$ cat src/rtl/sgd_pkg.sv
package sgd_pkg;

  // window and field sizes
  localparam int WINDOW_DEPTH = 50;
  localparam int COORD_W      = 11;
  localparam int ADDR_W       = (WINDOW_DEPTH > 1) ? $clog2(WINDOW_DEPTH) : 1;
  localparam int CNT_W        = $clog2(WINDOW_DEPTH + 1);
  localparam int WORD_W       = 2 * COORD_W;

  localparam logic [COORD_W-1:0] THRESH_RESET = COORD_W'(300);

  typedef enum logic [1:0] {
    GEST_NONE  = 2'd0,
    GEST_LEFT  = 2'd1,
    GEST_RIGHT = 2'd2
  } gesture_t;

  typedef enum logic [1:0] {
    ST_IDLE,
    ST_SCAN,
    ST_WAIT,
    ST_DONE
  } state_t;

  // control from the sequencer to each colour lane
  typedef struct packed {
    logic              load;
    logic              dv;
    logic [ADDR_W-1:0] age;
    logic              commit;
  } lane_ctl_t;

endpackage

$ cat src/rtl/sgd_in_if.sv
interface sgd_in_if import sgd_pkg::*; ();
  logic               valid;
  logic               ready;
  logic [COORD_W-1:0] red_x;
  logic [COORD_W-1:0] green_x;

  modport source (output valid, output red_x, output green_x, input ready);
  modport sink   (input valid, input red_x, input green_x, output ready);
endinterface

$ cat src/rtl/sgd_out_if.sv
interface sgd_out_if import sgd_pkg::*; ();
  logic     valid;
  logic     ready;
  gesture_t gesture;

  modport source (output valid, output gesture, input ready);
  modport sink   (input valid, input gesture, output ready);
endinterface

$ cat src/rtl/sgd_hist_ram.sv
module sgd_hist_ram import sgd_pkg::*; (
  input  logic              clk,
  input  logic              we,
  input  logic [ADDR_W-1:0] waddr,
  input  logic [WORD_W-1:0] wdata,
  input  logic              re,
  input  logic [ADDR_W-1:0] raddr,
  output logic [WORD_W-1:0] rdata
);

  logic [WORD_W-1:0] mem [WINDOW_DEPTH];

  // one write port, one registered read port
  always_ff @(posedge clk) begin
    if (we) begin
      mem[waddr] <= wdata;
    end
    if (re) begin
      rdata <= mem[raddr];
    end
  end

endmodule

$ cat src/rtl/sgd_lane.sv
module sgd_lane import sgd_pkg::*; (
  input  logic               clk,
  input  logic               rst,
  input  lane_ctl_t          ctl,
  input  logic [COORD_W-1:0] sample,
  input  logic [COORD_W-1:0] rd_value,
  input  logic [COORD_W-1:0] thr,
  output gesture_t           result
);

  logic [CNT_W-1:0]   count;
  logic [COORD_W-1:0] newest;
  logic [COORD_W-1:0] prev1;
  logic [COORD_W-1:0] prev2;
  logic               matched;
  gesture_t           dir;

  logic [COORD_W-1:0] value;
  logic [COORD_W:0]   limit;
  logic               hit;

  // ages past the fill count read as cleared
  assign value = (CNT_W'(ctl.age) < count) ? rd_value : '0;
  assign limit = {1'b0, newest} + {1'b0, thr};
  assign hit   = ctl.dv && !matched && (ctl.age >= ADDR_W'(2))
              && ({1'b0, value} > limit) && (value != prev2);

  // fill count: grows on push, drops to zero when the window is cleared
  always_ff @(posedge clk) begin
    if (rst) begin
      count   <= '0;
      matched <= 1'b0;
    end else if (ctl.load) begin
      count   <= (count < CNT_W'(WINDOW_DEPTH)) ? count + CNT_W'(1) : count;
      matched <= 1'b0;
    end else if (ctl.commit) begin
      if (matched) begin
        count <= '0;
      end
    end else if (hit) begin
      matched <= 1'b1;
    end
  end

  // newest sample and the two most recent ages seen by the scan
  always_ff @(posedge clk) begin
    if (ctl.load) begin
      newest <= sample;
      prev1  <= sample;
    end else if (ctl.dv) begin
      prev2 <= prev1;
      prev1 <= value;
    end
    if (hit) begin
      dir <= (value < prev2) ? GEST_LEFT : GEST_RIGHT;
    end
  end

  assign result = matched ? dir : GEST_NONE;

endmodule

$ cat src/rtl/scroll_gesture_detector.sv
// scroll gesture detector
// in_ch carries one beat per frame: red_x and green_x, the horizontal marker
// positions. out_ch returns exactly one beat per input beat with gesture:
// none, scroll left or scroll right. cfg_we / cfg_wdata write the scroll
// threshold, which should only change while no frame is in flight.
// both colour histories sit in one memory of combined words, a ring indexed
// from the newest slot; a fill count per colour marks which ages are live,
// so clearing a history only resets its count. an item is accepted and
// written in the idle state, the scan state reads ages 1 to WINDOW_DEPTH - 1
// on the single memory read port, the wait state covers the read latency
// and the done state forms the result. in_ch.ready is high only while
// the sequencer is idle. a finished result waits in the output register; if
// the receiver stalls with a result still held, the next result waits in
// the done state until the register frees up, while in_ch stays not ready.
// reset empties both histories and sets the threshold to 300.
module scroll_gesture_detector import sgd_pkg::*; (
  input  logic               clk,
  input  logic               rst,
  sgd_in_if.sink             in_ch,
  sgd_out_if.source          out_ch,
  input  logic               cfg_we,
  input  logic [COORD_W-1:0] cfg_wdata
);

  state_t             state, state_next;
  logic [ADDR_W-1:0]  head, head_next;
  logic [ADDR_W-1:0]  issue_age, issue_age_next;
  logic [ADDR_W-1:0]  data_age;
  logic               dv;
  logic [COORD_W-1:0] thr;
  logic               out_valid;
  gesture_t           gesture;

  logic               accept;
  logic               rd_en;
  logic               commit;
  logic [ADDR_W:0]    rd_sum;
  logic [ADDR_W-1:0]  rd_addr;
  logic [WORD_W-1:0]  rd_data;
  lane_ctl_t          ctl;
  gesture_t           red_res, green_res;

  assign accept = in_ch.valid && in_ch.ready;

  // threshold register
  always_ff @(posedge clk) begin
    if (rst) begin
      thr <= THRESH_RESET;
    end else if (cfg_we) begin
      thr <= cfg_wdata;
    end
  end

  // ring address of the requested age
  assign rd_sum  = (head >= issue_age) ? ({1'b0, head} - {1'b0, issue_age})
                 : ({1'b0, head} + (ADDR_W+1)'(WINDOW_DEPTH) - {1'b0, issue_age});
  assign rd_addr = rd_sum[ADDR_W-1:0];

  // sequencer next state and controls
  always_comb begin
    state_next     = state;
    issue_age_next = issue_age;
    head_next      = head;
    in_ch.ready    = 1'b0;
    rd_en          = 1'b0;
    commit         = 1'b0;
    case (state)
      ST_IDLE: begin
        in_ch.ready = 1'b1;
        if (in_ch.valid) begin
          head_next      = (head == ADDR_W'(WINDOW_DEPTH - 1)) ? '0 : head + ADDR_W'(1);
          issue_age_next = ADDR_W'(1);
          state_next     = ST_SCAN;
        end
      end
      ST_SCAN: begin
        rd_en          = 1'b1;
        issue_age_next = issue_age + ADDR_W'(1);
        if (issue_age == ADDR_W'(WINDOW_DEPTH - 1)) begin
          state_next = ST_WAIT;
        end
      end
      ST_WAIT: begin
        state_next = ST_DONE;
      end
      ST_DONE: begin
        if (!out_valid || out_ch.ready) begin
          commit     = 1'b1;
          state_next = ST_IDLE;
        end
      end
      default: begin
        state_next = ST_IDLE;
      end
    endcase
  end

  // sequencer registers
  always_ff @(posedge clk) begin
    if (rst) begin
      state     <= ST_IDLE;
      head      <= '0;
      issue_age <= '0;
      dv        <= 1'b0;
    end else begin
      state     <= state_next;
      head      <= head_next;
      issue_age <= issue_age_next;
      dv        <= rd_en;
    end
  end

  // age of the word coming out of the memory
  always_ff @(posedge clk) begin
    if (rd_en) begin
      data_age <= issue_age;
    end
  end

  sgd_hist_ram u_ram (
    .clk   (clk),
    .we    (accept),
    .waddr (head_next),
    .wdata ({in_ch.red_x, in_ch.green_x}),
    .re    (rd_en),
    .raddr (rd_addr),
    .rdata (rd_data)
  );

  assign ctl.load   = accept;
  assign ctl.dv     = dv;
  assign ctl.age    = data_age;
  assign ctl.commit = commit;

  sgd_lane u_red (
    .clk      (clk),
    .rst      (rst),
    .ctl      (ctl),
    .sample   (in_ch.red_x),
    .rd_value (rd_data[WORD_W-1:COORD_W]),
    .thr      (thr),
    .result   (red_res)
  );

  sgd_lane u_green (
    .clk      (clk),
    .rst      (rst),
    .ctl      (ctl),
    .sample   (in_ch.green_x),
    .rd_value (rd_data[COORD_W-1:0]),
    .thr      (thr),
    .result   (green_res)
  );

  // output register: result beat holds until taken
  always_ff @(posedge clk) begin
    if (rst) begin
      out_valid <= 1'b0;
    end else if (commit) begin
      out_valid <= 1'b1;
    end else if (out_ch.ready) begin
      out_valid <= 1'b0;
    end
  end

  always_ff @(posedge clk) begin
    if (commit) begin
      gesture <= (red_res == green_res) ? red_res : GEST_NONE;
    end
  end

  assign out_ch.valid   = out_valid;
  assign out_ch.gesture = gesture;

  // checks
  a_accept_starts_scan: assert property (@(posedge clk) disable iff (rst)
    accept |=> state == ST_SCAN)
    else $error("accepted beat did not start a scan");

  a_read_only_in_scan: assert property (@(posedge clk) disable iff (rst)
    dv |-> (state == ST_SCAN || state == ST_WAIT))
    else $error("memory data returned outside the scan");

  a_done_holds_on_stall: assert property (@(posedge clk) disable iff (rst)
    state == ST_DONE && out_valid && !out_ch.ready |=> state == ST_DONE)
    else $error("result overwrote a pending output beat");

  a_out_stable_on_stall: assert property (@(posedge clk) disable iff (rst)
    out_valid && !out_ch.ready |=> out_valid && $stable(gesture))
    else $error("pending gesture beat changed while stalled");

endmodule

$ cat src/flat_wrapper.sv
// flat-port wrapper written by rule: the top's interface ports become plain ports
module scroll_gesture_detector_flat import sgd_pkg::*;
  (clk, rst, cfg_we, cfg_wdata, in_ch_valid, in_ch_red_x, in_ch_green_x, in_ch_ready, out_ch_valid, out_ch_gesture, out_ch_ready);
  sgd_in_if in_ch_i ();
  sgd_out_if out_ch_i ();
  input  logic clk;
  input  logic rst;
  input  logic cfg_we;
  input  logic [COORD_W-1:0] cfg_wdata;
  input wire logic [$bits(in_ch_i.valid)-1:0] in_ch_valid;
  input wire logic [$bits(in_ch_i.red_x)-1:0] in_ch_red_x;
  input wire logic [$bits(in_ch_i.green_x)-1:0] in_ch_green_x;
  output wire logic [$bits(in_ch_i.ready)-1:0] in_ch_ready;
  output wire logic [$bits(out_ch_i.valid)-1:0] out_ch_valid;
  output wire logic [$bits(out_ch_i.gesture)-1:0] out_ch_gesture;
  input wire logic [$bits(out_ch_i.ready)-1:0] out_ch_ready;
  assign in_ch_i.valid = in_ch_valid;
  assign in_ch_i.red_x = in_ch_red_x;
  assign in_ch_i.green_x = in_ch_green_x;
  assign in_ch_ready = in_ch_i.ready;
  assign out_ch_valid = out_ch_i.valid;
  assign out_ch_gesture = out_ch_i.gesture;
  assign out_ch_i.ready = out_ch_ready;
  scroll_gesture_detector u_core (.clk(clk), .rst(rst), .in_ch(in_ch_i), .out_ch(out_ch_i), .cfg_we(cfg_we), .cfg_wdata(cfg_wdata));
endmodule
$ cat config.mk
export PLATFORM = sky130hd
export DESIGN_NAME = scroll_gesture_detector_flat
export DESIGN_NICKNAME = d
export VERILOG_FILES = /design/src/rtl/sgd_pkg.sv /design/src/rtl/sgd_in_if.sv /design/src/rtl/sgd_out_if.sv /design/src/rtl/sgd_hist_ram.sv /design/src/rtl/sgd_lane.sv /design/src/rtl/scroll_gesture_detector.sv /design/src/flat_wrapper.sv
export SDC_FILE = /design/constraint.sdc
export NUM_CORES = 2
export LEC_CHECK = 0
export ABC_AREA = 1
export BUFFER_PORTS_ARGS = -buffer_cell sky130_fd_sc_hd__buf_4
export CAP_MARGIN = 20
export CORE_MARGIN = 3
export CORE_UTILIZATION = 57
export CTS_CLUSTER_SIZE = 25
export DETAILED_ROUTE_END_ITERATION = 6
export PLACE_DENSITY = 0.76
export REMOVE_ABC_BUFFERS = 1
export SLEW_MARGIN = 20
export SYNTH_ARGS = -nofsm -noshare
export SYNTH_HDL_FRONTEND = slang
export SYNTH_HIERARCHICAL = 1
export SYNTH_SLANG_ARGS = --single-unit
$ cat constraint.sdc
create_clock -name clk -period 4.5 [get_ports clk]
set_input_delay 0.225 -clock clk [delete_from_list [all_inputs] [get_ports clk]]
set_output_delay 0.225 -clock clk [all_outputs]
set_load 0.01 [all_outputs]
==> results.yml <==
run_status:
  status: "finished with violations"
  violations: "antenna rules, DRC"
synth:
  yosysMostFrequentCell: "nand2_1"
  ys_types: 45
  synthTopCellsByCount: "nand2_1, edfxtp_1, nand3_1"
  yosys.area.top_type: "edfxtp_1"
  synthMuxAreaShare_pct: 0
  yosys.area_share.xor_xnor_pct: 0.364
  yosysSeqAreaShare_pct: 69.7
  netlist_area_um2: 52900
  synth_compound_area_share_pct: 3.21
  synth_area_leaders: "edfxtp_1, nand2_1, nand3_1, nor2_1, ha_1"
  synth_top_area_share_pct: 68.2
  synth-async-reset-ratio_pct: 0
  postSynthCellCount: 4708
  synth-edff-count: 1200
  synthAdderAreaFrac_pct: 2.57
  ys.flop_type: "edfxtp_1"
  ys_warn_count: 6
  yosys.area_share.simple_pct: 20.6
  ys_ff_latch: 1241
  synth_top_family_by_area: "simple AND/OR/NAND/NOR gates"
  syn_avg_cell_area_um2: 11.2
sta:
  slew_headroom_pct: 29.5
  min_period_ns: 4.08
  clock_skew_ns: 0.0263
  slew_violations: 0
  whs_ns: 0.0608
  setup_viol: 0
  tightestPinTransition_ns: 1.06
  fin_crit_sh_pct: 90.7
  rsz0062_at_grt: "no"
  hold_violations: 0
  max_freq_mhz: 245
routing:
  vias_per_cell: 5.98
  drt_wl_total_mm: 139
  vias: 36400
  antenna_left: 1
  drt_iter0_drc: 5189
  wire_per_inst_um: 22.9
  first_pass_iters: 7
  drc: 1
clocking:
  htree_num_levels: 3
  cts.sinks: 1241
  cts_resized: 0
  cts_made_buffers: 117
  clkTransAtPathRegs_ns: 0.07
  cts_tree: "yes"
  cts-root-buf: "clkbuf_16"
  clockBufferDepth: 3
  clkLatencyLatePin_ns: 0.70
layout:
  nets: 4881
  syn_to_final_growth_pct: 10.8
  final_util_pct: 63.8
  final_layout_size_suffix_gt1_share_pct: 7.78
global_routing:
  overflow: 0
  grt_pass1_vias: 34400
  grt_pass1_wl_mm: 209
  grt_usage_pct: 28.4
  antenna_found_initial: 0
  grt_max_degree: 201
setup_path:
  end_kind: "flip-flop"
  cp.arrival_ns: 4.53
  crit_fanout: 43
  cp.required_ns: 4.95
  critical_path_class: "flip-flop to flip-flop"
  start_kind: "flip-flop"
placement:
  numPortBuffers: 41
  place_hpwl_mm: 77.7
  gp_congestion: 0.913
pwr:
  vdd_drop_max_mv: 0.616
  power_density_nw_per_um2: 690
  power_leakage_uw: 0.0216
flow_run:
  maxCapViolCount: 0
die:
  die_area_um2: 96400
  core_um2: 91800
  initial_utilization_pct: 57.6
  row_count: 111
  dieWidth_um: 311
  num_io_pins: 42
  dieHeight_um: 311
hold_path:
  hold_class: "primary input to flip-flop"
cell usage in the layout, fill, tap and decap left out, drive strengths merged, types with 26 or more instances in the layout:
cell type,count
nor2,405
nand2,1330
clkinv,50
edfxtp,1200
inv,185
o21ai,182
a21oi,97
ha,99
clkbuf,152
dlygate4sd3,26
dfxtp,41
nand3,812
buf,135
logic make-up (layout without fill, tap and decap cells):
group           after synthesis  in the layout
compound gates              315            315
other cells                   0              6
fa+ha+maj                   105            105
flops                      1241           1241
xor+xnor                     22             22
simple gates               2591           2591
buf+inv                     434            559
per-stage QoR:
stage	instances	worst slack, ns	TNS (ns)	total power [uW]	instance area (um2)
6_report	6082	0.419	0	40400	58600
2_1_floorplan	4458	-17.40	-399.14	21400	51700
3_5_place_dp	5836	0.465	0	30700	54700
5_1_grt	6076	0.313	0	42500	58600
3_3_place_gp	5836	0.492	0	30400	54700
4_1_cts	6076	0.451	0	40000	58600
power by group:
| group | switching [uW] | internal (uW) | total, uW |
|---|---|---|---|
| combinational | 12500 | 4820 | 17300 |
| clock | 4170 | 5180 | 9350 |
| sequential | 351 | 13400 | 13700 |
| total | 17000 | 23400 | 40400 |
flip-flops by register name, indices dropped and copies added (netlist names), 11 cells and up:
register and flops:
u_core/u_red/newest 11, u_core/u_green/prev1 11, u_core/u_green/prev2 11, u_core/u_red/prev2 11, u_core/u_ram/mem 1100, u_core/u_ram/rdata 22, u_core/thr 11, u_core/u_red/prev1 11
u_core/u_green/newest 11
critical path, cell delays in order (launching register included):
cell and delay (ns):
dfxtp_1 0.46, inv_1 0.11, ha_1 0.34, inv_1 0.07, ha_1 0.17, inv_1 0.06
fa_1 0.53, o21ai_4 0.10, inv_4 0.27, buf_12 0.32, buf_4 0.52, nand3_1 0.16
nand3_1 0.15, nand3_1 0.10, nand2_1 0.30, nand2_1 0.11
worst paths after layout:
kind,depth (start not counted),startpoint,end,slack [ns]
max reg2reg,15,u_core/head[1],u_core/u_ram/rdata[21],0.42
max,15,u_core/head[1],u_core/u_ram/rdata[21],0.42
min reg2reg,0,u_core/u_green/prev1[6],u_core/u_green/prev2[6],0.42
min,4,cfg_we,u_core/thr[8],0.06
layer usage:
metal  track usage, %  routed length, um  up-vias
met1             40.6              54000    17400
met4             11.1               5510        0
met3             5.26              16400      259
met5                0                  0        -
li1                 -                  -    16400
met2             43.7              63100     2277
area by class of cell:
cell class              count  area [um2]
multi-input cells        3033       14300
clock buffers             152        3100
repair buffers            161        1540
inverters                 184         717
flip-flops and latches   1241       36900
well taps                1243        1560
fillers                  6647       33200
clock inverters            62         482
diodes                      6        15.0
what timing repair did:
item,4_1_cts,5_1_grt
hold endpoints to repair,27,0
setup buffers,0,0
hold buffers,26,0
Power figures use the tool's default switching activity.
